==> src/rtl/core/gbb_fifo.sv <==
// gbb_fifo: small first-word-fall-through queue in flip-flops
// no dependencies; used between front and back and on the result side
`timescale 1ns / 1ps

module gbb_fifo #(
  parameter int WIDTH = 8,
  parameter int DEPTH = 4
) (
  input  logic                       clk,
  input  logic                       rst,
  input  logic                       push,
  input  logic [WIDTH-1:0]           wdata,
  output logic                       full,
  input  logic                       pop,
  output logic [WIDTH-1:0]           rdata,
  output logic                       empty,
  output logic [$clog2(DEPTH+1)-1:0] count
);

  localparam int AW   = (DEPTH > 1) ? $clog2(DEPTH) : 1;
  localparam int CNTW = $clog2(DEPTH + 1);

  logic [WIDTH-1:0] mem [DEPTH];
  logic [AW-1:0]    wr_ptr;
  logic [AW-1:0]    rd_ptr;
  logic             push_ok;
  logic             pop_ok;

  assign full    = (count == CNTW'(DEPTH));
  assign empty   = (count == '0);
  assign push_ok = push && !full;
  assign pop_ok  = pop && !empty;
  assign rdata   = mem[rd_ptr];

  always_ff @(posedge clk) begin
    if (rst) begin
      wr_ptr <= '0;
      rd_ptr <= '0;
      count  <= '0;
    end else begin
      if (push_ok) begin
        wr_ptr <= (wr_ptr == AW'(DEPTH - 1)) ? '0 : wr_ptr + AW'(1);
      end
      if (pop_ok) begin
        rd_ptr <= (rd_ptr == AW'(DEPTH - 1)) ? '0 : rd_ptr + AW'(1);
      end
      if (push_ok && !pop_ok) begin
        count <= count + CNTW'(1);
      end else if (pop_ok && !push_ok) begin
        count <= count - CNTW'(1);
      end
    end
  end

  always_ff @(posedge clk) begin
    if (push_ok) begin
      mem[wr_ptr] <= wdata;
    end
  end

endmodule

==> config.mk <==
export PLATFORM = sky130hd
export DESIGN_NAME = gbb_fifo
export DESIGN_NICKNAME = d
export VERILOG_FILES = /design/src/rtl/core/gbb_fifo.sv
export SDC_FILE = /design/constraint.sdc
export NUM_CORES = 1
export LEC_CHECK = 0
export ABC_CLOCK_PERIOD_IN_PS = 5800
export BUFFER_PORTS_ARGS = -buffer_cell sky130_fd_sc_hd__buf_2
export CAP_MARGIN = 10
export CORE_UTILIZATION = 45
export CTS_BUF_LIST = sky130_fd_sc_hd__clkbuf_4 sky130_fd_sc_hd__clkbuf_8
export DETAILED_ROUTE_END_ITERATION = 10
export GPL_TIMING_DRIVEN = 1
export HOLD_SLACK_MARGIN = 0.12
export PLACE_DENSITY_LB_ADDON = 0.1
export SETUP_SLACK_MARGIN = 0.1
export SYNTH_ARGS = -nofsm -noshare
export SYNTH_HDL_FRONTEND = slang
export SYNTH_SLANG_ARGS = --single-unit
==> constraint.sdc <==
create_clock -name clk -period 5.8 [get_ports clk]
set_clock_uncertainty 0.1 [all_clocks]
set_input_delay 0.87 -clock clk [delete_from_list [all_inputs] [get_ports clk]]
set_output_delay 0.87 -clock clk [all_outputs]
set_load 0.01 [all_outputs]
==> results_dict.tcl, run 1 <==
set metrics [dict create \
    htreeDepth 2 \
    nets 138 \
    post_synth_instance_area_mm2 0.00167 \
    post_cts.resized_instances 0 \
    hold_buffers 0 \
    final_min_period_over_clock_period 0.462 \
    cts_tree "built" \
    layout_min_cycle_time_ps 2680 \
    clk_root_buffer_cell "sky130_fd_sc_hd__clkbuf_8" \
    std_cell_rows 21 \
    grt_pass1_vias 849 \
    avgSynthCellArea_um2 18.1 \
    dp_cell_count 158 \
    chipHeight_um 62.9 \
    route.detailed.drc 0 \
    drt.antenna.violating_nets 0 \
    clock_path_buffers 2 \
    grt_remaining_overflow 0 \
    design_power_total_mw 0.822 \
    synthDistinctLibCells 27 \
    io_pins 25 \
    synthesis.instances 92 \
    setup_viol_count_final 0 \
    synth_top_cell_by_area "sky130_fd_sc_hd__edfxtp_1" \
    finalHoldViolCount 0 \
    final.setup.tns_ps 0 \
    buffer_ports.inserted 24 \
    post_cts.repair.setup_buffers 0 \
    grt_start_max_net_pins 14 \
    drt_pass1_iterations 3 \
    drive_gt1_frac 0.383 \
    post_layout_nonfiller_instances 166 \
    power_per_cell_area_mw_per_mm2 424 \
    post-route-util 0.564 \
    ys.flop_type "sky130_fd_sc_hd__edfxtp_1" \
    normalized_max_slew_margin 0.624 \
    post_synth_edffs 32 \
    yosys_warnings 0 \
    dr_total_vias 850 \
    synth_fp_nets 111 \
    antenna_found_initial 0 \
    cellLeakagePower_nw 0.736 \
    diodes 0 \
    place_congestion 0.703 \
    worst_ep_required_time_ps 4830 \
    dp_hpwl_um 1720 \
    detail_route.wirelength_um 2460 \
    synth_largest_type_area_fraction 0.576 \
    clk-insertion-delay-late_ps 290 \
    drv_cap 0 \
    timing.final.max_slew_violations 0 \
    cp-end-kind "output port" \
    worst_slew_pin_tran_ps 563 \
    core_box_area_mm2 0.00344 \
    fp.dieW_um 62.9 \
    area_of_the_die_mm2 0.00396 \
    worstHoldPathType "register to register" \
    clock-sinks 41 \
    grt_pass1_wl_um 3920 \
    postSynth.asyncResetShare 0 \
    synth.area.top_cells "sky130_fd_sc_hd__edfxtp_1 58%, sky130_fd_sc_hd__dfxtp_1 11%, sky130_fd_sc_hd__mux4_2 11%" \
    critPathMaxFanout 8 \
    yosysSeqAreaShare 0.684 \
    path_clk_slew_ps 80 \
    dr_iter_0_viols 45 \
    globalRouteTotalUtil 0.138 \
    wl_per_cell_um 14.8 \
    outcome "complete, no violations" \
    numCtsBuffers 5 \
    effective_utilization_at_floorplan 0.485 \
    count_of_state_elements_after_synthesis 41 \
    flow.area_growth_from_synthesis_pct 16.3 \
    max_freq_mhz 373 \
    post_drt_via_cell_ratio 5.12 \
    vdd_ir_drop_max_mv 0.248 \
    worst_setup_path_start_kind "register" \
    rsz0062_at_grt "no" \
    crit_arrival_ps 1710 \
    worst-setup-path-type "register to output port" \
]
-- power breakdown --
group | total, mW | internal (mW) | switching [mW]
clock network | 0.233 | 0.140 | 0.0928
logic | 0.194 | 0.0999 | 0.0940
registers | 0.396 | 0.358 | 0.0372
total | 0.822 | 0.598 | 0.224
-- logic make-up (layout without fill, tap and decap cells) --
| group | after synthesis | count (layout) | synth area share |
|---|---|---|---|
| DFF | 41 | 41 | 0.684 |
| and+or+nand+nor | 16 | 16 | 0.0555 |
| buffers and inverters | 9 | 37 | 0.0412 |
| xor gates and xnor gates | 2 | 2 | 0.0105 |
| AOI/OAI and AO/OA | 7 | 7 | 0.0322 |
| adders and majority gates | 7 | 7 | 0.0570 |
| muxes | 10 | 10 | 0.120 |
-- through the flow --
stage                     setup slack [ps]  hold slack, ps  area [µm²]
after floorplan                       3340             363        1670
final                                 3120             406        1940
after global placement                3160             383        1820
after detailed placement              3100             390        1820
after global routing                  3000             436        1940
after CTS                             3080             410        1940
-- final timing paths --
kind / start / end / slack [ps] / cells after the start
hold reg to reg: rd_ptr[0]$_SDFFE_PP0P_ / rd_ptr[0]$_SDFFE_PP0P_ / 410 / 2
setup reg to reg: count[0]$_SDFFE_PP0P_ / count[2]$_SDFFE_PP0P_ / 3350 / 9
hold / removal: rd_ptr[0]$_SDFFE_PP0P_ / rd_ptr[0]$_SDFFE_PP0P_ / 410 / 2
setup / recovery: register / rdata[5] / 3120 / 2
-- cell type report --
cell class / instances / area, µm²
clock buffer: 6 / 82.6
timing repair buffer: 24 / 120
tap: 46 / 57.6
clock inverter: 2 / 36.3
fill: 284 / 1500
inverter: 5 / 45.0
multi-input combinational: 42 / 459
sequential: 41 / 1140
-- layer usage --
layer | up-vias | global-route usage | share of wire
li1 | 404 | - | -
met2 | 21 | 0.237 | 0.54
met3 | 2 | 0.0401 | 0.040
met1 | 423 | 0.154 | 0.42
met4 | 0 | 0.0698 | 0.0032
met5 | - | 0 | 0
-- sequential cells by signal (all words and copies together) (netlist names), named ones only --
register and count:
wr_ptr 2, mem 32, rd_ptr 2, count 3
-- critical path, stage by stage (launching register included) --
cell                      delay (ps)
sky130_fd_sc_hd__dfxtp_1         680
sky130_fd_sc_hd__mux4_2          580
sky130_fd_sc_hd__buf_2           150
-- cells in the mapped netlist, types with 2 or more instances --
master and count:
sky130_fd_sc_hd__ha_1 6, sky130_fd_sc_hd__xor2_1 2, sky130_fd_sc_hd__dfxtp_1 9, sky130_fd_sc_hd__or3_1 2, sky130_fd_sc_hd__nor2_1 3, sky130_fd_sc_hd__nor3_1 2, sky130_fd_sc_hd__a21oi_1 2, sky130_fd_sc_hd__mux4_2 8
sky130_fd_sc_hd__o31ai_2 2, sky130_fd_sc_hd__nand3_1 2, sky130_fd_sc_hd__inv_1 3, sky130_fd_sc_hd__mux2i_1 2, sky130_fd_sc_hd__edfxtp_1 32, sky130_fd_sc_hd__and3_1 4
-- cell usage in the layout, fill, tap and decap left out, drive strengths merged --
master / n
edfxtp: 32
buf: 24
dfxtp: 9
mux4: 8
ha: 6
clkbuf: 6
and3: 4
inv: 4
nor2: 4
a21oi: 3
nor3: 2
o31ai: 2
or3: 2
mux2i: 2
xor2: 2
nand3: 2
bufinv: 2
o21ai: 2
or3b: 1
clkinv: 1
nand2: 1
fa: 1
(Power assumes the default switching activity.)
==> run 2: changes to the inputs <==
ABC_AREA = 1   (was not set)
ABC_CLOCK_PERIOD_IN_PS = 2400   (was 5800)
clock period = 2.4 ns   (was 5.8 ns; I/O delays follow)
==> results_dict.tcl, run 2 <==
set metrics [dict create \
    grt_pass1_wl_um 5030 \
    hold_buffers 0 \
    dp_hpwl_um 2050 \
    largest_register "mem" \
    max_freq_mhz 516 \
    dp_cell_count 220 \
    vdd_ir_drop_max_mv 0.553 \
    cts_tree "built" \
    postSynth.asyncResetShare 0 \
    clock_path_buffers 2 \
    layout_min_cycle_time_ps 1940 \
    core_box_area_mm2 0.00347 \
    synthesis.instances 147 \
    combinationalPowerShare 0.323 \
    p_clk_frac 0.220 \
    synth_fp_nets 166 \
    worst-setup-path-type "register to output port" \
    power_report.internal_total_mw 1.41 \
    largest_registers "mem (32), count (3)" \
    area_of_the_die_mm2 0.00404 \
    worst_slew_pin_tran_ps 349 \
    io_pins 25 \
    drt.antenna.violating_nets 0 \
    clock-sinks 41 \
    crit_arrival_ps 1480 \
    avgSynthCellArea_um2 11.6 \
    outcome "complete, no violations" \
    drv_cap 0 \
    post_synth_instance_area_mm2 0.00170 \
    power.share.switching 0.333 \
    rr_worst_depth 12 \
    drive_gt1_frac 0.247 \
    post_synth_edffs 32 \
    clk-insertion-delay-late_ps 280 \
    timing.final.max_slew_violations 0 \
    synth_largest_type_area_fraction 0.564 \
    normalized_max_slew_margin 0.767 \
    nets 200 \
    detail_route.wirelength_um 2890 \
    chipHeight_um 63.5 \
    layout_common_cells "32 x sky130_fd_sc_hd__nor2_1, 32 x sky130_fd_sc_hd__edfxtp_1, 24 x sky130_fd_sc_hd__buf_2, 17 x sky130_fd_sc_hd__inv_1, 13 x sky130_fd_sc_hd__o21ai_0" \
    wl_per_cell_um 12.7 \
    count_of_state_elements_after_synthesis 41 \
    reg2reg_slack_ps 510 \
    synthTopCellsByCount "32 x sky130_fd_sc_hd__edfxtp_1, 32 x sky130_fd_sc_hd__nor2_1, 17 x sky130_fd_sc_hd__inv_1" \
    effective_utilization_at_floorplan 0.491 \
    grt_start_max_net_pins 17 \
    ys.flop_type "sky130_fd_sc_hd__edfxtp_1" \
    route.detailed.drc 0 \
    number_of_flip_flops_under_the_largest_register_name 32 \
    clk_root_buffer_cell "sky130_fd_sc_hd__clkbuf_8" \
    grt_remaining_overflow 0 \
    endpoint "rdata[2]" \
    worstHoldPathType "input port to register" \
    yosys_warnings 0 \
    worst_ep_required_time_ps 1940 \
    numCtsBuffers 5 \
    synth.area.top_cells "sky130_fd_sc_hd__edfxtp_1 56%, sky130_fd_sc_hd__dfxtp_1 11%, sky130_fd_sc_hd__nor2_1 7.0%" \
    dr_total_vias 1129 \
    power_per_cell_area_mw_per_mm2 1060 \
    std_cell_rows 21 \
    critPathMaxFanout 9 \
    buffer_ports.inserted 24 \
    dr_iter_0_viols 35 \
    grt_pass1_vias 1121 \
    final.setup.tns_ps 0 \
    worst_r2r_startpoint "count[0]$_SDFFE_PP0P_" \
    yosysSeqAreaShare 0.670 \
    htreeDepth 2 \
    cellLeakagePower_nw 0.827 \
    post_layout_nonfiller_instances 228 \
    final_min_period_over_clock_period 0.807 \
    share_seq_of_total_power 0.457 \
    rsz0062_at_grt "no" \
    flow.area_growth_from_synthesis_pct 17.0 \
    fp.dieW_um 63.5 \
    synth_top_cell_by_area "sky130_fd_sc_hd__edfxtp_1" \
    finalHoldViolCount 0 \
    antenna_found_initial 0 \
    globalRouteTotalUtil 0.171 \
    post_cts.resized_instances 0 \
    fill_cells 311 \
    post_drt_via_cell_ratio 4.95 \
    path_clk_slew_ps 70 \
    r2r-end "count[2]$_SDFFE_PP0P_" \
    synthDistinctLibCells 20 \
    place_congestion 0.661 \
    setup_viol_count_final 0 \
    cp-end-kind "output port" \
    drt_pass1_iterations 4 \
    worst_setup_path_start_kind "register" \
    diodes 0 \
    post_cts.repair.setup_buffers 0 \
    total_switching_power_mw 0.702 \
]
run 2: stage by stage:
stage	util	worst slack, ps	instance area [µm²]	power [mW]	hold slack [ps]
2_1_floorplan	-	587	1700	1.44	332
3_3_place_gp	0.547	576	1900	1.65	425
3_5_place_dp	0.547	514	1900	1.68	438
4_1_cts	0.575	438	1990	2.13	142
5_1_grt	0.575	280	1990	2.29	145
6_report	0.575	463	1990	2.11	146
run 2: worst min-delay path by stage:
stage,from,slack [ps],depth (start not counted),endpoint
6_report,rst,150,2,count[0]$_SDFFE_PP0P_
5_1_grt,rst,140,2,count[0]$_SDFFE_PP0P_
4_1_cts,rst,140,2,count[0]$_SDFFE_PP0P_
3_5_place_dp,rd_ptr[1]$_SDFFE_PP0P_,440,2,rd_ptr[1]$_SDFFE_PP0P_
3_3_place_gp,rd_ptr[1]$_SDFFE_PP0P_,420,2,rd_ptr[1]$_SDFFE_PP0P_
2_1_floorplan,rst,330,1,count[0]$_SDFFE_PP0P_
run 2: critical path, stage by stage, from the launching register on:
cell	delay, ps
sky130_fd_sc_hd__dfxtp_1	420
sky130_fd_sc_hd__inv_1	310
sky130_fd_sc_hd__o21ai_0	170
sky130_fd_sc_hd__o22ai_1	140
sky130_fd_sc_hd__buf_2	150
run 2: power by group through the flow:
stage / registers (mW) / clock network (mW) / logic, mW
final: 0.964 / 0.463 / 0.683
after global routing: 0.983 / 0.508 / 0.796
after CTS: 0.968 / 0.471 / 0.696
after detailed placement: 0.984 / 0 / 0.694
after global placement: 0.980 / 0 / 0.672
after floorplan: 0.968 / 0 / 0.468
run 2: layout make-up:
cell class,instances,area [µm²],share of cell area
flip-flops and latches,41,1140,0.572
multi-input cells,86,473,0.237
repair buffers,29,158,0.0790
clock buffers,8,97.6,0.0489
inverters,18,67.6,0.0339
well taps,46,57.6,0.0289
run 2: cells by family (layout without fill, tap and decap cells):
kind of cell / count (synthesis) / count (layout) / synth area share
and+or+nand+nor: 51 / 51 / 0.125
DFF: 41 / 41 / 0.670
AOI/OAI and AO/OA: 27 / 27 / 0.0918
buffers and inverters: 20 / 55 / 0.0529
adders and majority gates: 7 / 7 / 0.0558
xor gates and xnor gates: 1 / 1 / 0.00514
run 2: metal layers:
layer,vias to the layer above,GRT usage,share of wire
li1,564,-,-
met1,535,0.193,0.42
met2,24,0.299,0.52
met3,6,0.0489,0.043
met4,0,0.0682,0.016
met5,-,0,0
==> run 3: changes to the inputs <==
ABC_AREA = 0   (was 1)
ABC_CLOCK_PERIOD_IN_PS = 1600   (was 2400)
clock period = 1.6 ns   (was 2.4 ns; I/O delays follow)
==> results_dict.tcl, run 3 (same netlist as run 1, synthesis figures left out) <==
set metrics [dict create \
    chipHeight_um 62.9 \
    layout_min_cycle_time_ps 2040 \
    dr_total_vias 928 \
    violations_in_the_final_reports "setup timing" \
    htreeDepth 2 \
    power_per_cell_area_mw_per_mm2 1410 \
    rsz0062_at_grt "yes" \
    clk_root_buffer_cell "sky130_fd_sc_hd__clkbuf_8" \
    whs_endpoint "count[2]$_SDFFE_PP0P_" \
    largest_register "mem" \
    max_freq_mhz 490 \
    rr_worst_depth 9 \
    total_switching_power_mw 0.860 \
    dp_worst_setup_slack_ps -477 \
    grt_pass1_wl_um 4550 \
    hold_slack_ps 140 \
    cts_tree "built" \
    std_cell_rows 21 \
    number_of_flip_flops_under_the_largest_register_name 32 \
    drt_pass1_iterations 4 \
    grt_start_max_net_pins 12 \
    combinationalPowerShare 0.351 \
    p_clk_frac 0.200 \
    critical_path_buf_inv_count 2 \
    core_box_area_mm2 0.00344 \
    worstHoldPathType "input port to register" \
    timing.final.max_slew_violations 0 \
    worst_ep_required_time_ps 1710 \
    share_seq_of_total_power 0.449 \
    crit_arrival_ps 2150 \
    reg2reg_slack_ps -440 \
    buffer_ports.inserted 24 \
    worstHoldPathCells 2 \
    final.setup.tns_ps -2000 \
    outcome "finished, violations left" \
    normalized_max_slew_margin 0.824 \
    min_from "rst" \
    cp-end-kind "register" \
    crit_family "simple AND/OR/NAND/NOR gates" \
    setup_viol_count_final 12 \
    antenna_found_initial 0 \
    clock_path_buffers 2 \
    io_pins 25 \
    worst_setup_path_start_kind "register" \
    clk-insertion-delay-late_ps 280 \
    route.detailed.drc 0 \
    worst_r2r_startpoint "count[2]$_SDFFE_PP0P_" \
    largest_registers "mem (32), count (3)" \
    vdd_ir_drop_max_mv 0.858 \
    grt_remaining_overflow 0 \
    critical_path.slowest_cell "sky130_fd_sc_hd__dfxtp_4" \
    layout.cells.most_common "sky130_fd_sc_hd__edfxtp_1" \
    finalHoldViolCount 0 \
    numCtsBuffers 5 \
    dp_hpwl_um 1820 \
    drv_cap 0 \
    place_congestion 0.748 \
    critical-path-max-stage-delay_ps 360 \
    flow.area_growth_from_synthesis_pct 31.9 \
    drt.antenna.violating_nets 0 \
    diodes 0 \
    path_clk_slew_ps 70 \
    area_of_the_die_mm2 0.00396 \
    critPathMaxFanout 3 \
    final_min_period_over_clock_period 1.28 \
    layout_common_cells "32 x sky130_fd_sc_hd__edfxtp_1, 21 x sky130_fd_sc_hd__buf_2, 12 x sky130_fd_sc_hd__buf_4, 8 x sky130_fd_sc_hd__mux4_2, 8 x sky130_fd_sc_hd__dlygate4sd3_1" \
    fp.dieW_um 62.9 \
    power.share.switching 0.277 \
    r2r-end "count[2]$_SDFFE_PP0P_" \
    effective_utilization_at_floorplan 0.485 \
    finalWorstSetupSlack_ps -440 \
    cellLeakagePower_nw 0.835 \
    nets 161 \
    worst_slew_pin_tran_ps 264 \
    post_drt_via_cell_ratio 4.94 \
    path_cells "or3b_4, clkinv_8, nor2_4, ha_4, inv_2, fa_2, xor2_1, or3_1, a21oi_2" \
    worst-setup-path-type "register to register" \
    drive_gt1_frac 0.514 \
    detail_route.wirelength_um 2660 \
    power_report.internal_total_mw 2.24 \
    wl_per_cell_um 14.1 \
    globalRouteTotalUtil 0.158 \
    clock-sinks 41 \
    dr_iter_0_viols 33 \
    grt_pass1_vias 1006 \
]
-- run 3: cell types whose count changed in the layout (fill, tap and decap cells not counted), sizes merged, moves of 8 or more --
cell         delta
nor2           -29
inv            -15
o21ai          -15
nand2          -13
buf            +10
dlygate4sd3     +8
mux4            +8
o22ai           -8
-- run 3: stage by stage --
| step | total power, mW | util | cell area, µm² | std cells |
|---|---|---|---|---|
| after floorplan | 2.00 | - | 1700 | 92 |
| final | 3.10 | 0.640 | 2200 | 188 |
| after global routing | 3.29 | 0.640 | 2200 | 188 |
| after detailed placement | 2.37 | 0.571 | 1960 | 171 |
| after CTS | 3.12 | 0.640 | 2200 | 191 |
| after global placement | 2.35 | 0.571 | 1960 | 171 |
-- run 3: layer usage --
metal | wire length, µm | GRT usage | up-vias
li1 | - | - | 451
met1 | 1050 | 0.165 | 450
met2 | 1460 | 0.286 | 23
met3 | 116 | 0.0511 | 4
met4 | 37 | 0.0698 | 0
met5 | 0 | 0 | -
-- run 3: layout make-up --
class	instances	area, µm²
clock buffers	6	76.3
clock inverters	1	3.75
fillers	276	1240
inverters	5	45.0
multi-input cells	42	514
flip-flops and latches	41	1150
well taps	46	57.6
repair buffers	47	352
-- run 3: how the worst max path moves through the flow --
stage / start / to / depth (start not counted)
global route: count[2]$_SDFFE_PP0P_ / count[2]$_SDFFE_PP0P_ / 9
finish: count[2]$_SDFFE_PP0P_ / count[2]$_SDFFE_PP0P_ / 9
CTS: count[2]$_SDFFE_PP0P_ / count[2]$_SDFFE_PP0P_ / 9
detailed placement: count[2]$_SDFFE_PP0P_ / count[2]$_SDFFE_PP0P_ / 9
global placement: count[2]$_SDFFE_PP0P_ / count[2]$_SDFFE_PP0P_ / 9
floorplan: count[2]$_SDFFE_PP0P_ / count[2]$_SDFFE_PP0P_ / 10
-- run 3: timing repair --
item                                    4_1_cts  5_1_grt
hold buffers                                  8        0
buffers inserted                              5        1
gates resized for setup                      11        5
hold endpoints to repair                     32        0
endpoints found under the setup margin       44       46
pin swaps                                     9        6
-- run 3: worst reg2reg max path: stages (launching register included) --
cell,delay (ps)
sky130_fd_sc_hd__dfxtp_4,360
sky130_fd_sc_hd__or3b_4,270
sky130_fd_sc_hd__clkinv_8,50
sky130_fd_sc_hd__nor2_4,100
sky130_fd_sc_hd__ha_4,140
sky130_fd_sc_hd__inv_2,30
sky130_fd_sc_hd__fa_2,320
sky130_fd_sc_hd__xor2_1,160
sky130_fd_sc_hd__or3_1,330
sky130_fd_sc_hd__a21oi_2,120
-- run 3: power groups by stage --
stage	sequential [mW]	combinational (mW)	clock, mW
2_1_floorplan	1.41	0.582	0
3_3_place_gp	1.40	0.954	0
3_5_place_dp	1.41	0.961	0
4_1_cts	1.39	1.09	0.638
5_1_grt	1.41	1.20	0.676
6_report	1.39	1.09	0.621
