===== src/rtl/core/gbb_pkg.sv =====
// gbb_pkg: shared constants, types and helper functions for the gray box blur core
// no dependencies; used by gbb_front, gbb_back and the core top by scoped names
`timescale 1ns / 1ps

package gbb_pkg;

  // default line store depth (pixels per row)
  localparam int MAX_WIDTH_DEF = 1024;

  // configuration register layout
  localparam int CFG_INDEX_W  = 2;
  localparam int CFG_DATA_W   = 13;
  localparam int CFG_WIDTH_W  = 11;
  localparam int CFG_HEIGHT_W = 13;

  localparam logic [CFG_INDEX_W-1:0] REG_IMAGE_WIDTH  = 2'd0;
  localparam logic [CFG_INDEX_W-1:0] REG_IMAGE_HEIGHT = 2'd1;

  localparam logic [CFG_WIDTH_W-1:0]  WIDTH_RESET  = 11'd640;
  localparam logic [CFG_HEIGHT_W-1:0] HEIGHT_RESET = 13'd480;
  localparam logic [CFG_HEIGHT_W-1:0] MAX_HEIGHT   = 13'd4096;

  // item kinds
  localparam logic ACT_PIXEL = 1'b0;
  localparam logic ACT_FLUSH = 1'b1;

  // luma weights, 8 fractional bits
  localparam logic [15:0] GRAY_R = 16'd77;
  localparam logic [15:0] GRAY_G = 16'd150;
  localparam logic [15:0] GRAY_B = 16'd29;

  // divide by nine: (sum * 7282) >> 16 is exact for sums up to 9*255
  localparam logic [13:0] RECIP_9     = 14'd7282;
  localparam int          RECIP_SHIFT = 16;

  localparam int SUM_W      = 12;
  localparam int MID_DEPTH  = 4;
  localparam int OUT_DEPTH  = 8;

  // classification of one item, made in the front and used in the back
  typedef struct packed {
    logic       have;          // item releases an output pixel
    logic       center_right;  // output column sits in the newest window column
    logic       last;          // final output pixel of the image
    logic [2:0] col_ok;        // window column inside the image, bit 0 = oldest
    logic [2:0] row_ok;        // window row inside the image, bit 0 = upper
  } gbb_ctl_t;

  function automatic logic [7:0] luma(input logic [7:0] r, input logic [7:0] g,
                                      input logic [7:0] b);
    logic [15:0] acc;
    acc = 16'(r) * GRAY_R + 16'(g) * GRAY_G + 16'(b) * GRAY_B;
    return acc[15:8];
  endfunction

  function automatic logic [7:0] div9(input logic [SUM_W-1:0] sum);
    logic [27:0] prod;
    prod = 28'(sum) * 28'(RECIP_9);
    return prod[RECIP_SHIFT +: 8];
  endfunction

endpackage


===== src/rtl/core/gbb_front.sv =====
// gbb_front: config registers, raster counters, luma conversion and item classification
// depends on gbb_pkg; feeds the mid queue read by gbb_back
`timescale 1ns / 1ps

module gbb_front #(
  parameter int MAX_WIDTH = gbb_pkg::MAX_WIDTH_DEF
) (
  input  logic                                clk,
  input  logic                                rst,
  // pixel side
  input  logic                                push,
  output logic                                full,
  input  logic                                action,
  input  logic [7:0]                          red_in,
  input  logic [7:0]                          green_in,
  input  logic [7:0]                          blue_in,
  // config side
  input  logic                                cfg_valid,
  output logic                                cfg_ready,
  input  logic [gbb_pkg::CFG_INDEX_W-1:0]     cfg_index,
  input  logic [gbb_pkg::CFG_DATA_W-1:0]      cfg_data,
  // mid queue
  output logic                                q_push,
  input  logic                                q_full,
  output logic [$clog2(MAX_WIDTH)-1:0]        q_col,
  output logic [7:0]                          q_gray,
  output gbb_pkg::gbb_ctl_t                   q_ctl
);

  localparam int CW   = $clog2(MAX_WIDTH);
  localparam int WW   = $clog2(MAX_WIDTH + 1);
  localparam int CMPW = (WW > gbb_pkg::CFG_WIDTH_W) ? WW : gbb_pkg::CFG_WIDTH_W;
  localparam int HW   = gbb_pkg::CFG_HEIGHT_W;

  logic [gbb_pkg::CFG_WIDTH_W-1:0] image_width;
  logic [HW-1:0]                   image_height;
  logic [CW-1:0]                   in_col;
  logic [HW-1:0]                   in_row;
  logic [CW-1:0]                   out_col;
  logic [HW-2:0]                   out_row;

  logic [CMPW-1:0] eff_w_ext;
  logic [WW-1:0]   eff_w;
  logic [HW-1:0]   eff_h;
  logic            accept;
  logic            cfg_wr;
  logic [WW-1:0]   in_col_inc;
  logic [WW-1:0]   out_col_inc;
  logic [HW-1:0]   out_row_inc;
  logic            started;
  logic            oc_ge1;
  logic            oc_next_ok;
  logic            or_next_ok;
  logic            last;

  // effective frame size: zero acts as one, oversize clamps
  always_comb begin
    if (image_width == '0) begin
      eff_w_ext = CMPW'(1);
    end else if (CMPW'(image_width) > CMPW'(MAX_WIDTH)) begin
      eff_w_ext = CMPW'(MAX_WIDTH);
    end else begin
      eff_w_ext = CMPW'(image_width);
    end
    if (image_height == '0) begin
      eff_h = HW'(1);
    end else if (image_height > gbb_pkg::MAX_HEIGHT) begin
      eff_h = gbb_pkg::MAX_HEIGHT;
    end else begin
      eff_h = image_height;
    end
  end
  assign eff_w = eff_w_ext[WW-1:0];

  assign cfg_ready = 1'b1;
  assign cfg_wr    = cfg_valid && cfg_ready;
  assign full      = q_full;
  assign accept    = push && !q_full;
  assign q_push    = accept;

  assign in_col_inc  = WW'(in_col) + WW'(1);
  assign out_col_inc = WW'(out_col) + WW'(1);
  assign out_row_inc = {1'b0, out_row} + HW'(1);

  // output due once the arrival index reaches width + 1
  assign started    = (in_row >= HW'(2)) || ((in_row == HW'(1)) && (in_col != '0));
  assign oc_ge1     = (out_col != '0);
  assign oc_next_ok = (out_col_inc < eff_w);
  assign or_next_ok = (out_row_inc < eff_h);
  assign last       = !or_next_ok && !oc_next_ok;

  always_comb begin
    q_col              = in_col;
    q_ctl.have         = started;
    q_ctl.center_right = (in_col == '0);
    q_ctl.last         = last;
    q_ctl.row_ok       = {or_next_ok, 1'b1, (out_row != '0)};
    if (in_col == '0) begin
      // end of previous row: right neighbor lies off the image
      q_ctl.col_ok = {1'b1, oc_ge1, 1'b0};
    end else begin
      q_ctl.col_ok = {oc_next_ok, 1'b1, oc_ge1};
    end
    if ((action == gbb_pkg::ACT_PIXEL) && (in_row < eff_h)) begin
      q_gray = gbb_pkg::luma(red_in, green_in, blue_in);
    end else begin
      q_gray = '0;
    end
  end

  always_ff @(posedge clk) begin
    if (rst) begin
      image_width  <= gbb_pkg::WIDTH_RESET;
      image_height <= gbb_pkg::HEIGHT_RESET;
      in_col       <= '0;
      in_row       <= '0;
      out_col      <= '0;
      out_row      <= '0;
    end else if (cfg_wr) begin
      if (cfg_index == gbb_pkg::REG_IMAGE_WIDTH) begin
        image_width <= cfg_data[gbb_pkg::CFG_WIDTH_W-1:0];
        in_col      <= '0;
        in_row      <= '0;
        out_col     <= '0;
        out_row     <= '0;
      end else if (cfg_index == gbb_pkg::REG_IMAGE_HEIGHT) begin
        image_height <= cfg_data;
        in_col       <= '0;
        in_row       <= '0;
        out_col      <= '0;
        out_row      <= '0;
      end
    end else if (accept) begin
      if (started && last) begin
        // frame done, next item opens a new image
        in_col  <= '0;
        in_row  <= '0;
        out_col <= '0;
        out_row <= '0;
      end else begin
        if (in_col_inc >= eff_w) begin
          in_col <= '0;
          in_row <= in_row + HW'(1);
        end else begin
          in_col <= in_col_inc[CW-1:0];
        end
        if (started) begin
          if (!oc_next_ok) begin
            out_col <= '0;
            out_row <= out_row_inc[HW-2:0];
          end else begin
            out_col <= out_col_inc[CW-1:0];
          end
        end
      end
    end
  end

endmodule


===== config.mk =====
export PLATFORM = sky130hd
export DESIGN_NAME = gbb_front
export DESIGN_NICKNAME = d
export VERILOG_FILES = /design/src/rtl/core/gbb_pkg.sv /design/src/rtl/core/gbb_front.sv
export SDC_FILE = /design/constraint.sdc
export NUM_CORES = 1
export LEC_CHECK = 0
export BUFFER_PORTS_ARGS = -buffer_cell sky130_fd_sc_hd__clkbuf_2
export CAP_MARGIN = 5
export CELL_PAD_IN_SITES_DETAIL_PLACEMENT = 0
export CELL_PAD_IN_SITES_GLOBAL_PLACEMENT = 1
export CORE_ASPECT_RATIO = 0.5
export CORE_MARGIN = 2
export CORE_UTILIZATION = 47
export CTS_BUF_LIST = sky130_fd_sc_hd__clkbuf_4 sky130_fd_sc_hd__clkbuf_8
export DETAILED_ROUTE_END_ITERATION = 7
export PLACE_DENSITY = 0.86
export SLEW_MARGIN = 20
export SYNTH_ARGS = -nofsm -noshare
export SYNTH_HDL_FRONTEND = slang
export SYNTH_SLANG_ARGS = --single-unit
export TNS_END_PERCENT = 30

===== constraint.sdc =====
create_clock -name clk -period 7.6 [get_ports clk]
set_input_delay 0 -clock clk [delete_from_list [all_inputs] [get_ports clk]]
set_output_delay 0 -clock clk [all_outputs]
set_load 0.005 [all_outputs]

==> results.txt, run 1 <==
----------------------------------------------------
[Logic synthesis]
  Most area-consuming cells after synthesis ... ha_1 (22%), dfxtp_1 (18%), fa_1 (14%)
  Share of the yosys chip area belonging to registers ... between 15 and 20%
  Number of unique standard cell types used by synthesis ... 62
  Post-synthesis instance total ... around 900
  Fraction of post-synthesis cell area in the top cell type by area ... a little over a fifth
  Average size of a mapped cell ... 8.50 um^2
  Cell area after synthesis ... 0.00785 mm^2
  Number of flops mapped to enable cells by yosys ... 0
  Asr flop ratio synth ... 0%
  Post-synth top flop ... dfxtp_1
  Post-synthesis cell type with the largest combined area ... ha_1
  Post-synthesis register bit count ... between 60 and 70
  Number of warning messages in the yosys log ... 0

[Hold path]
  Path category of the worst min-delay check ... input pin to flip-flop
  Hold path startpoint ... cfg_index[0]
  Number of cells on the worst hold path ... 4

[Clock tree]
  Clock tree from TritonCTS ... yes
  CTS Hold Buffers Added ... 13
  Number of setup buffers added after CTS ... 0
  Worst-Skew Late Latency ... about 0.36 ns
  Total clock buffers created by CTS ... 9
  Number of H-tree levels ... 3
  CTS Buffer Depth ... 2
  Resized Gates After CTS ... 0
  Root Buffer ... clkbuf_8
  Clock transition at path regs ... roughly 0.080 ns
  Clock Sinks ... 69

[Power and ir drop]
  Clk network pwr share ... between 10% and 20%
  Highest ir drop seen on vdd ... around 0.0014 V
  Static leakage ... roughly 0.0042 uW
  Sequential cell fraction of total power ... 14.4%
  Design internal power ... between 1000 and 1500 uW
  Switching fraction of total power ... 46.2%
  Power density cells ... 301 mW/mm^2
  Sw power ... roughly 1200 uW
  Combinational Power Share ... between 70 and 80%

[Placement]
  Placed wire-length estimate ... 14,600 um
  Setup Slack @ Placement ... between 1 and 1.5 ns
  Placed cell count ... 1,190
  Weighted congestion reported at the end of routability-driven placement ... 0.866
  Count of input and output buffers ... between 70 and 80

[Flow run]
  MaxCap Viol Count ... 0

[Worst setup path]
  Worst-path fanout max ... 4
  Worst endpoint required time ... 7.60 ns
  Arrival time at the worst endpoint ... a little over 6 ns
  Worst stage delay on the critical path ... around 0.54 ns
  Slowest CP cell ... fa_1
  Number of cells on the worst reg-to-reg path ... 12
  Class of the most critical setup path ... input pin to output pin
  Category of the worst setup path capture point ... output pin
  Type of element launching the critical path ... input pin
  Start of the worst register-to-register path ... out_row[2]$_SDFFE_PP0P_
  First element of the critical path ... green_in[3]

[STA]
  Relative max-transition margin ... 27.9%
  Setup total negative slack ... 0 ns
  Slew @ Worst Pin ... approximately 1.1 ns
  Shortest period the worst path allows ... between 6 and 7 ns
  Skew final ... slightly below 0.009 ns
  Maximum frequency from static timing analysis ... approximately 160 MHz
  Final hold violation count ... 0
  Final setup viols ... 0
  Number of pins exceeding their max-slew limit in the final report ... 0
  Unrepaired setup endpoints after global routing ... false
  Share of the clock period used by the worst path after layout ... about 82%
  Worst hold slack across all endpoints ... 0.108 ns
  Final worst setup slack ... 1.40 ns

[Detailed routing]
  Antenna Nets Post-Route ... 0
  Average wire length per cell after detail routing ... approximately 15 um
  Length of the first detailed-routing pass in iterations ... 5
  Total via count in the routed design ... roughly 6,600
  Post-detailed-route DRC marker count ... 0
  Total routed wirelength ... ~18,000 um
  Average via count per standard cell ... ~5.4
  Number of DRC violations after detailed-routing iteration 0 ... 328

[Finish]
  Final layout net count ... between 1,000 and 1,500
  Total area of sequential cells ... about 0.0014 mm^2
  Ratio of cells with drive above 1 in the final layout ... 11.5%
  Multi-input logic area ... about 0.006 mm^2
  Number of non-filler instances in the completed layout ... 1,219
  Fill cell count ... roughly 1,600
  Area overhead of the layout relative to synthesis ... 10.4%
  Total inserted antenna cells ... 0

[Floorplanning]
  Placement Rows ... 33
  Standard cell core area ... around 0.016 mm^2
  Die Width ... 187 um
  Die Area ... 0.0178 mm^2
  Die Y-Extent ... ~95 um
  Starting utilization of the core area ... 48.0%
  Top-level I/O count ... 75

[GRT]
  Number of antenna violations at the first check in global routing ... 0
  Global-route congestion overflow total ... 0
  First-pass GRT wire length ... around 30,000 um
  Total routing resource utilization after global routing ... around a fifth
  Vias in the first global route ... about 6,400
  Maximum number of pins on one net before global-route repair ... 74

[Outcome]
  Run status ... finished, final reports clean

----------------------------------------------------
[critical path, delay by kind of cell]
| family | cells | cell delay [ns] |
|---|---|---|
| adders and majority gates | 10 | 3.62 |
| AOI/OAI and AO/OA | 6 | 1.55 |
| buffers and inverters | 8 | 0.61 |
| and+or+nand+nor | 2 | 0.40 |
[synth_stat cells (6+ instances only)]
cell      count
nor2_1       54
clkbuf_1     24
o21ai_0      27
nand4_1      10
xor2_1       27
xnor2_1      25
nand3b_1     10
nor2b_1       8
fa_1         55
a21oi_2       8
a21oi_1      47
or2_2         6
a211oi_1      7
nand2_1     109
and3_1       28
nor4_1        8
nor3_1       23
a21o_1       11
nand3_1      28
dfxtp_1      69
inv_1       103
nand2b_1      6
ha_1        138
a31oi_1      16
buf_4         6
[layout by cell type (no fill, tap or decap), types with 3 or more instances in the layout]
cell type,count
xnor2_1,25
and2_1,5
a211oi_1,7
o21bai_1,3
dlygate4sd3_1,13
nor4_1,8
nor3_1,23
nor2b_1,8
a41oi_1,5
ha_1,138
clkbuf_8,9
inv_1,103
nand2b_1,6
or2_2,6
o21ai_0,27
a21o_1,11
a31oi_1,16
a22oi_1,5
nand2_1,109
clkbuf_2,72
nor2_1,54
and3_1,28
fa_1,55
dfxtp_1,69
a311oi_1,5
nand3_1,28
a21oi_2,8
nand4_1,10
buf_4,3
nand4b_1,4
xor2_1,27
nand3b_1,10
a21oi_1,47
nor3b_1,4
[power by group through the flow]
stage | clock [uW] | sequential, uW | combinational, uW
finish | 310 | 375 | 1920
global route | 333 | 376 | 2230
CTS | 317 | 375 | 1960
detailed placement | 0 | 384 | 1940
global placement | 0 | 383 | 1880
floorplan | 0 | 381 | 1450
[state kept, by name, summed over array words and instances (netlist names)]
| name | count |
|---|---|
| image_width | 11 |
| in_row | 13 |
| q_col | 10 |
| image_height | 13 |
| out_col | 10 |
| out_row | 12 |
[final timing paths]
kind | end | slack, ns
hold / removal | image_width[10]$_SDFFE_PP0P_ | 0.11
setup / recovery | q_gray[4] | 1.40
hold reg to reg | image_height[0]$_SDFFE_PP0P_ | 0.48
setup reg to reg | in_row[8]$_SDFFE_PP0P_ | 3.48
[layer usage]
metal  vias to the layer above  track usage, %  part of all wire, %
li1                       3306               -                    -
met1                      3149            26.3                   46
met2                       122            38.3                   49
met3                        16            3.61                  4.3
met4                         0            5.75                  1.3
met5                         -               0                    0
[metrics by stage]
step | instance area [um^2] | power (uW) | util (%)
3_3_place_gp | 8340 | 2260 | 51.0
6_report | 8670 | 2610 | 53.0
5_1_grt | 8670 | 2940 | 53.0
4_1_cts | 8670 | 2650 | 53.0
2_1_floorplan | 7860 | 1830 | -
3_5_place_dp | 8340 | 2320 | 51.0
[kinds of logic after synthesis]
logic type | Yosys count | share of synthesized area [%]
compound gates | 155 | 13.3
xor+xnor | 52 | 5.80
fa+ha+maj | 193 | 36.0
buf+inv | 141 | 7.30
flops | 69 | 17.6
mux | 1 | 0.127
other cells | 1 | 0.0478
simple gates | 312 | 19.8
[area by class of cell]
class                      count  share of cell area, %
tap                          227                   3.28
timing repair buffer          88                   5.92
sequential                    69                   15.9
clock inverter                 7                  0.852
multi-input combinational    715                   68.1
inverter                     104                   4.50
clock buffer                   9                   1.43
Note: power is estimated with default switching activity, not from simulation.
==> run 2, diff against run 1 <==
CORE_UTILIZATION = 43   (was 47)
PLACE_DENSITY = 0.83   (was 0.86)
clock period = 5.28 ns   (was 7.6 ns; I/O delays follow)
==> results.txt, run 2 (synthesis results as in run 1) <==
----------------------------------------------------
[Outcome]
  Run status ... finished with violations
  Violations in the final reports ... setup timing

[GRT]
  Maximum number of pins on one net before global-route repair ... 74 (unchanged)
  Met3 Resource Use GR ... 2.37% (-1.2 points)
  Grt met1 use ... 26.4% (+0.090 points)
  First-pass GRT wire length ... 32,800 um (+8.0%)
  Most heavily used metal layer in global routing ... met2
  Number of antenna violations at the first check in global routing ... 0 (unchanged)
  Fraction of met2 tracks used by global routing ... 36.7% (-1.6 points)
  Vias in the first global route ... 6,802 (+5.9%)
  Total routing resource utilization after global routing ... 20.5% (-0.65 points)
  Global-route congestion overflow total ... 0 (unchanged)

[Finish]
  Area of all placed cells without fillers ... 0.00923 mm^2 (+6.5%)
  Ratio of cells with drive above 1 in the final layout ... 17.9% (+6.4 points)
  Total area of sequential cells ... 0.00138 mm^2 (unchanged)
  Fill cell count ... 1,600 (+0.50%)
  Final layout net count ... 1,254 (+2.4%)
  Most frequent cells in the layout ... ha_1 (125), nand2_1 (109), inv_1 (94)
  Post-route core utilization ... 52.4% (-0.61 points)
  Biggest regs ... image_height: 13 flops, in_row: 13 flops, out_row: 12 flops
  Most frequent standard cell in the layout excluding fill and tap cells ... ha_1
  Total inserted antenna cells ... 0 (unchanged)
  Area overhead of the layout relative to synthesis ... 17.5%
  Multi-input logic area ... 0.00619 mm^2 (+4.9%)

[Clock tree]
  CTS Buffer Depth ... 2 (unchanged)
  Number of H-tree levels ... 3 (unchanged)
  Clock tree from TritonCTS ... yes
  Clock Sinks ... 69 (unchanged)
  Worst-Skew Late Latency ... 0.36 ns (about the same)
  Total clock buffers created by CTS ... 9 (unchanged)
  Root Buffer ... clkbuf_8
  Clock transition at path regs ... 0.07 ns (about the same)

[Power and ir drop]
  Power density cells ... 532 mW/mm^2 (+77%)
  Sequential cell fraction of total power ... 11.0% (-3.4 points)
  Static leakage ... 0.00442 uW (+4.3%)
  Design internal power ... 2780 uW (+98%)
  Highest ir drop seen on vdd ... 0.000502 V (-63%)
  Clk network pwr share ... 10.1% (-1.8 points)
  Switching fraction of total power ... 43.4% (-2.8 points)
  Sw power ... 2130 uW (+77%)
  Combinational Power Share ... 78.9% (+5.2 points)

[Worst setup path]
  Class of the most critical setup path ... input pin to output pin
  Arrival time at the worst endpoint ... 5.52 ns (-0.68 ns)
  Worst stage delay on the critical path ... 0.56 ns (+0.02 ns)
  Category of the worst setup path capture point ... output pin
  Worst endpoint required time ... 5.28 ns (-2.32 ns)
  Most frequent cell on the critical path ... ha_4
  Slowest CP cell ... fa_1
  Type of element launching the critical path ... input pin
  Worst-path fanout max ... 4 (unchanged)
  Number of cells on the worst reg-to-reg path ... 13 (+1)

[Detailed routing]
  Total via count in the routed design ... 6,729 (+2.1%)
  Total routed wirelength ... 18,900 um (+4.5%)
  Number of DRC violations after detailed-routing iteration 0 ... 333 (+1.5%)
  Length of the first detailed-routing pass in iterations ... 5 (unchanged)
  Average wire length per cell after detail routing ... 15.1 um (+1.5%)
  Post-detailed-route DRC marker count ... 0 (unchanged)
  Average via count per standard cell ... 5.36 (-0.86%)
  Antenna Nets Post-Route ... 0 (unchanged)

[STA]
  Final setup viols ... 6 (+6)
  Relative max-transition margin ... 42.9% (+15 points)
  Final worst setup slack ... -0.243 ns (-1.65 ns)
  Final hold violation count ... 0 (unchanged)
  Number of pins exceeding their max-slew limit in the final report ... 0 (unchanged)
  Share of the clock period used by the worst path after layout ... 105%
  Skew final ... 0.00588 ns (-0.00295 ns)
  Maximum frequency from static timing analysis ... 181 MHz
  Unrepaired setup endpoints after global routing ... true
  Shortest period the worst path allows ... around 5.5 ns
  Slew @ Worst Pin ... 0.856 ns (-0.223 ns)

[Floorplanning]
  Die Width ... 195 um (+4.4%)
  Top-level I/O count ... 75 (unchanged)
  Die Y-Extent ... 99.6 um (+4.4%)
  Die Area ... 0.0194 mm^2 (+9.0%)
  Standard cell core area ... 0.0176 mm^2 (+7.7%)
  Starting utilization of the core area ... 44.6% (-3.4 points)
  Placement Rows ... 34 (+3.0%)

[Hold path]
  Number of cells on the worst hold path ... 4 (unchanged)
  Path category of the worst min-delay check ... input pin to flip-flop

[Placement]
  Area after DPL ... 0.00862 mm^2 (+3.4%)
  Count of input and output buffers ... 72 (unchanged)
  Weighted congestion reported at the end of routability-driven placement ... 0.896 (+3.5%)
  Placed wire-length estimate ... 15,100 um (+3.1%)

[Flow run]
  MaxCap Viol Count ... 0 (unchanged)

----------------------------------------------------
run 2: cell types whose count changed in the layout (fill, tap and decap cells not counted), sizes merged:
cell / previous run / this run
buf: 3 / 36
clkinv: 5 / 3
bufinv: 1 / 2
clkbuf: 81 / 80
clkinvlp: 1 / 0
inv: 104 / 103
run 2: metrics by stage:
| stage | TNS (ns) | hold slack [ns] | setup WS (ns) | power, uW | cells |
|---|---|---|---|---|---|
| floorplan | -0.0220 | 0.0350 | -0.0220 | 2830 | 925 |
| global placement | -2.42 | 0.186 | -0.451 | 3940 | 1225 |
| detailed placement | -3.09 | 0.188 | -0.592 | 4020 | 1225 |
| CTS | -1.84 | 0.0535 | -0.358 | 4810 | 1255 |
| global route | -2.40 | 0.0963 | -0.488 | 5500 | 1255 |
| finish | -0.994 | 0.0756 | -0.243 | 4910 | 1255 |
run 2: cell type report:
type / instances / area share, %
Clock buffer: 12 / 1.72
Clock inverter: 4 / 0.759
Inverter: 104 / 4.23
Multi-Input combinational cell: 715 / 67.1
Sequential cell: 69 / 15.0
Tap cell: 234 / 3.17
Timing Repair Buffer: 117 / 8.09
run 2: final timing paths:
path                                              startpoint                           end  slack [ns]
worst min-delay path                            cfg_index[0]   image_width[3]$_SDFFE_PP0P_        0.08
worst min register to register  image_height[0]$_SDFFE_PP0P_  image_height[0]$_SDFFE_PP0P_        0.48
worst max register to register       out_row[2]$_SDFFE_PP0P_       out_row[7]$_SDFFE_PP0P_        1.25
worst max-delay path                             green_in[5]                     q_gray[7]       -0.24
run 2: power groups by stage:
stage,logic [uW],clock network [uW],registers [uW]
after detailed placement,3470,0,552
final,3870,498,540
after global routing,4430,535,541
after floorplan,2280,0,549
after global placement,3380,0,551
after CTS,3760,510,539
run 2: metal layers:
metal / vias to the layer above / routed length (um)
li1: 3365 / -
met1: 3202 / 8740
met2: 145 / 9300
met3: 17 / 619
met4: 0 / 240
met5: - / 0
run 2: worst max-delay path: cells and delay by family:
kind / cells / cell delay, ns
AND/OR/NAND/NOR: 3 / 0.33
AO/OA/AOI/OAI: 6 / 1.11
adder cells (fa/ha/maj): 10 / 3.52
buffers and inverters: 8 / 0.55
run 2: what timing repair did:
item | 4_1_cts | 5_1_grt
gates cloned | 0 | 0
endpoints found under the hold margin | 24 | 0
resized for setup | 18 | 31
setup endpoints to repair | 7 | 8
setup buffers | 1 | 0
hold buffers | 13 | 0
pin swaps | 16 | 36
==> run 3, diff against run 2 <==
ABC_AREA = 1   (was unset)
CORE_UTILIZATION = 42   (was 43)
==> results.txt, run 3 <==
----------------------------------------------------
[Worst setup path]
  First element of the critical path ... green_in[6]
  Start of the worst register-to-register path ... image_width[8]$_SDFFE_PP0P_
  Type of element launching the critical path ... input pin
  Category of cells accounting for the largest share of critical-path delay ... adder cells
  Buffers and inverters on the worst path ... 7 (-1)
  Most frequent cell on the critical path ... fa_1
  Arrival time at the worst endpoint ... 5.22 ns (-0.30 ns)
  Worst endpoint required time ... 5.28 ns (about the same)
  Worst stage delay on the critical path ... 0.54 ns (-0.02 ns)
  Class of the most critical setup path ... input pin to output pin
  Category of the worst setup path capture point ... output pin
  Slowest CP cell ... fa_2
  Worst-path fanout max ... 5 (+1)

[Placement]
  Weighted congestion reported at the end of routability-driven placement ... 0.862 (-3.8%)
  Count of input and output buffers ... 72 (unchanged)
  Placed cell count ... 1,435 (+17%)
  Placed wire-length estimate ... 16,000 um (+5.9%)

[GRT]
  Global-route congestion overflow total ... 0 (unchanged)
  Vias in the first global route ... 7,005 (+3.0%)
  Maximum number of pins on one net before global-route repair ... 35 (-53%)
  First-pass GRT wire length ... 33,200 um (+1.5%)
  Number of antenna violations at the first check in global routing ... 0 (unchanged)
  Total routing resource utilization after global routing ... 19.9% (-0.59 points)

[STA]
  Setup total negative slack ... 0 ns (+0.994 ns)
  Unrepaired setup endpoints after global routing ... true
  Slew @ Worst Pin ... 0.757 ns (-0.0994 ns)
  Skew final ... 0.0116 ns (+0.00575 ns)
  Shortest period the worst path allows ... 5.22 ns (-0.308 ns)
  Worst hold slack across all endpoints ... 0.0533 ns (-0.0223 ns)
  Share of the clock period used by the worst path after layout ... 98.8% (-5.8 points)
  Final hold violation count ... 0 (unchanged)
  Maximum frequency from static timing analysis ... 192 MHz (+5.9%)
  Number of pins exceeding their max-slew limit in the final report ... 0 (unchanged)
  Relative max-transition margin ... 49.1% (+6.2 points)
  Final setup viols ... 0 (-6)

[Finish]
  Number of non-filler instances in the completed layout ... 1,465 (+17%)
  Most frequent cells in the layout ... nand2_1 (193), inv_1 (165), ha_1 (120)
  Most frequent standard cell in the layout excluding fill and tap cells ... nand2_1
  Final layout net count ... 1,433 (+14%)
  Biggest regs ... image_height: 13 flops, in_row: 13 flops, out_row: 12 flops
  Total inserted antenna cells ... 0 (unchanged)
  Post-route core utilization ... 50.3% (-2.1 points)
  Ratio of cells with drive above 1 in the final layout ... 18.8% (+0.93 points)
  Area overhead of the layout relative to synthesis ... 18.7%
  Fill cell count ... 1,882 (+18%)

[Logic synthesis]
  Number of unique standard cell types used by synthesis ... 46 (-26%)
  Most numerous cell types in the synthesized netlist ... nand2_1 (201), inv_1 (177), ha_1 (138), nor2_1 (110), a21oi_1 (73)
  Post-synthesis instance total ... 1,087 (+18%)
  Most area-consuming cells after synthesis ... ha_1 (21%), dfxtp_1 (17%), fa_1 (13%)
  Number of flops mapped to enable cells by yosys ... 0 (unchanged)
  Post-synthesis register bit count ... 69 (unchanged)
  Number of warning messages in the yosys log ... 0 (unchanged)
  Post-synth top flop ... dfxtp_1
  Post-synthesis cell type with the largest combined area ... ha_1
  Asr flop ratio synth ... 0% (unchanged)
  Cell area after synthesis ... 0.00817 mm^2 (+4.1%)
  Leading cell type by number of instances after synthesis ... nand2_1
  Fraction of post-synthesis cell area in the top cell type by area ... 21.1% (-0.87 points)
  Share of the yosys chip area belonging to registers ... 16.9% (-0.69 points)
  Average size of a mapped cell ... 7.52 um^2 (-12%)

[Floorplanning]
  Placement Rows ... 36 (+5.9%)
  Top-level I/O count ... 75 (unchanged)
  Standard cell core area ... 0.0193 mm^2 (+9.5%)
  Die Y-Extent ... 103 um (+3.1%)
  Die Area ... 0.0207 mm^2 (+6.4%)
  Starting utilization of the core area ... 42.4% (-2.2 points)
  Die Width ... 201 um (+3.2%)

[Detailed routing]
  Length of the first detailed-routing pass in iterations ... 5 (unchanged)
  Average wire length per cell after detail routing ... 13.5 um (-10%)
  Antenna Nets Post-Route ... 0 (unchanged)
  Total via count in the routed design ... 7,297 (+8.4%)
  Average via count per standard cell ... 4.98 (-7.1%)
  Total routed wirelength ... 19,800 um (+4.6%)
  Number of DRC violations after detailed-routing iteration 0 ... 366 (+9.9%)
  Post-detailed-route DRC marker count ... 0 (unchanged)

[Clock tree]
  CTS Buffer Depth ... 2 (unchanged)
  Total clock buffers created by CTS ... 9 (unchanged)
  Worst-Skew Late Latency ... 0.37 ns (about the same)
  Clock transition at path regs ... 0.08 ns (about the same)
  Clock tree from TritonCTS ... yes
  Number of H-tree levels ... 3 (unchanged)
  Clock Sinks ... 69 (unchanged)
  Root Buffer ... clkbuf_8

[Hold path]
  Path category of the worst min-delay check ... input pin to flip-flop
  Hold path startpoint ... cfg_valid

[Power and ir drop]
  Power density cells ... 606 mW/mm^2 (+14%)
  Static leakage ... 0.00478 uW (+8.3%)
  Highest ir drop seen on vdd ... 0.00109 V (+120%)

[Outcome]
  Run status ... finished, final reports clean

[Flow run]
  MaxCap Viol Count ... 0 (unchanged)

----------------------------------------------------
-- run 3: cells by family (layout without fill, tap and decap cells) --
group	Yosys count	in the layout	share of synthesized area, %
other	1	2	0.0459
AOI/OAI and AO/OA	136	136	10.0
xor gates and xnor gates	43	43	4.61
DFF	69	69	16.9
adders and majority gates	193	193	34.6
buffers and inverters	208	319	10.3
and+or+nand+nor	437	437	23.5
-- run 3: worst min-delay path, cell delays in order --
cell and delay (ns):
clkbuf_2 0.18, nor2_1 0.07, nor2_1 0.08, nor2_1 0.05
-- run 3: report_power, final --
group | total [uW] | internal [uW] | switching [uW] | leakage [uW]
logic | 4870 | 2420 | 2450 | 0.00414
clock network | 438 | 214 | 223 | 0.0000833
registers | 571 | 543 | 27.7 | 0.000562
total | 5880 | 3180 | 2700 | 0.00478
-- run 3: final timing paths --
| kind | endpoint | slack [ns] | cells after the start |
|---|---|---|---|
| setup reg to reg | out_row[1]$_SDFFE_PP0P_ | 1.48 | 11 |
| hold / removal | in_row[12]$_SDFFE_PP0P_ | 0.05 | 4 |
| setup / recovery | q_gray[7] | 0.06 | 27 |
| hold reg to reg | image_height[0]$_SDFFE_PP0P_ | 0.47 | 2 |
-- run 3: final cells by class --
| cell class | instances | area (um^2) | share of cell area [%] |
|---|---|---|---|
| flip-flops and latches | 69 | 1380 | 14.2 |
| clock inverters | 6 | 65.1 | 0.671 |
| clock buffers | 9 | 124 | 1.28 |
| inverters | 182 | 683 | 7.04 |
| multi-input cells | 811 | 6320 | 65.1 |
| well taps | 266 | 333 | 3.43 |
| repair buffers | 122 | 795 | 8.19 |
-- run 3: per-layer routing --
| metal | track usage [%] | up-vias | part of all wire [%] |
|---|---|---|---|
| met5 | 0 | - | 0 |
| met4 | 5.54 | 0 | 1.8 |
| met3 | 2.81 | 23 | 2.6 |
| met2 | 34.6 | 95 | 47 |
| met1 | 26.3 | 3459 | 49 |
| li1 | - | 3720 | - |
-- run 3: repair_timing --
item	CTS	global route
endpoints found under the setup margin	8	7
resized for setup	37	34
hold buffers	13	0
buffers inserted	3	0
pin swaps	35	20
endpoints found under the hold margin	24	0
cloned	0	0
-- run 3: metrics by stage --
stage	setup WS [ns]	area [um^2]	total power, uW
final	0.0649	9700	5880
after global routing	-0.188	9700	6540
after CTS	0.00454	9570	5490
after detailed placement	-0.429	8990	4410
after global placement	-0.353	8990	4320
after floorplan	0.0391	8190	3040
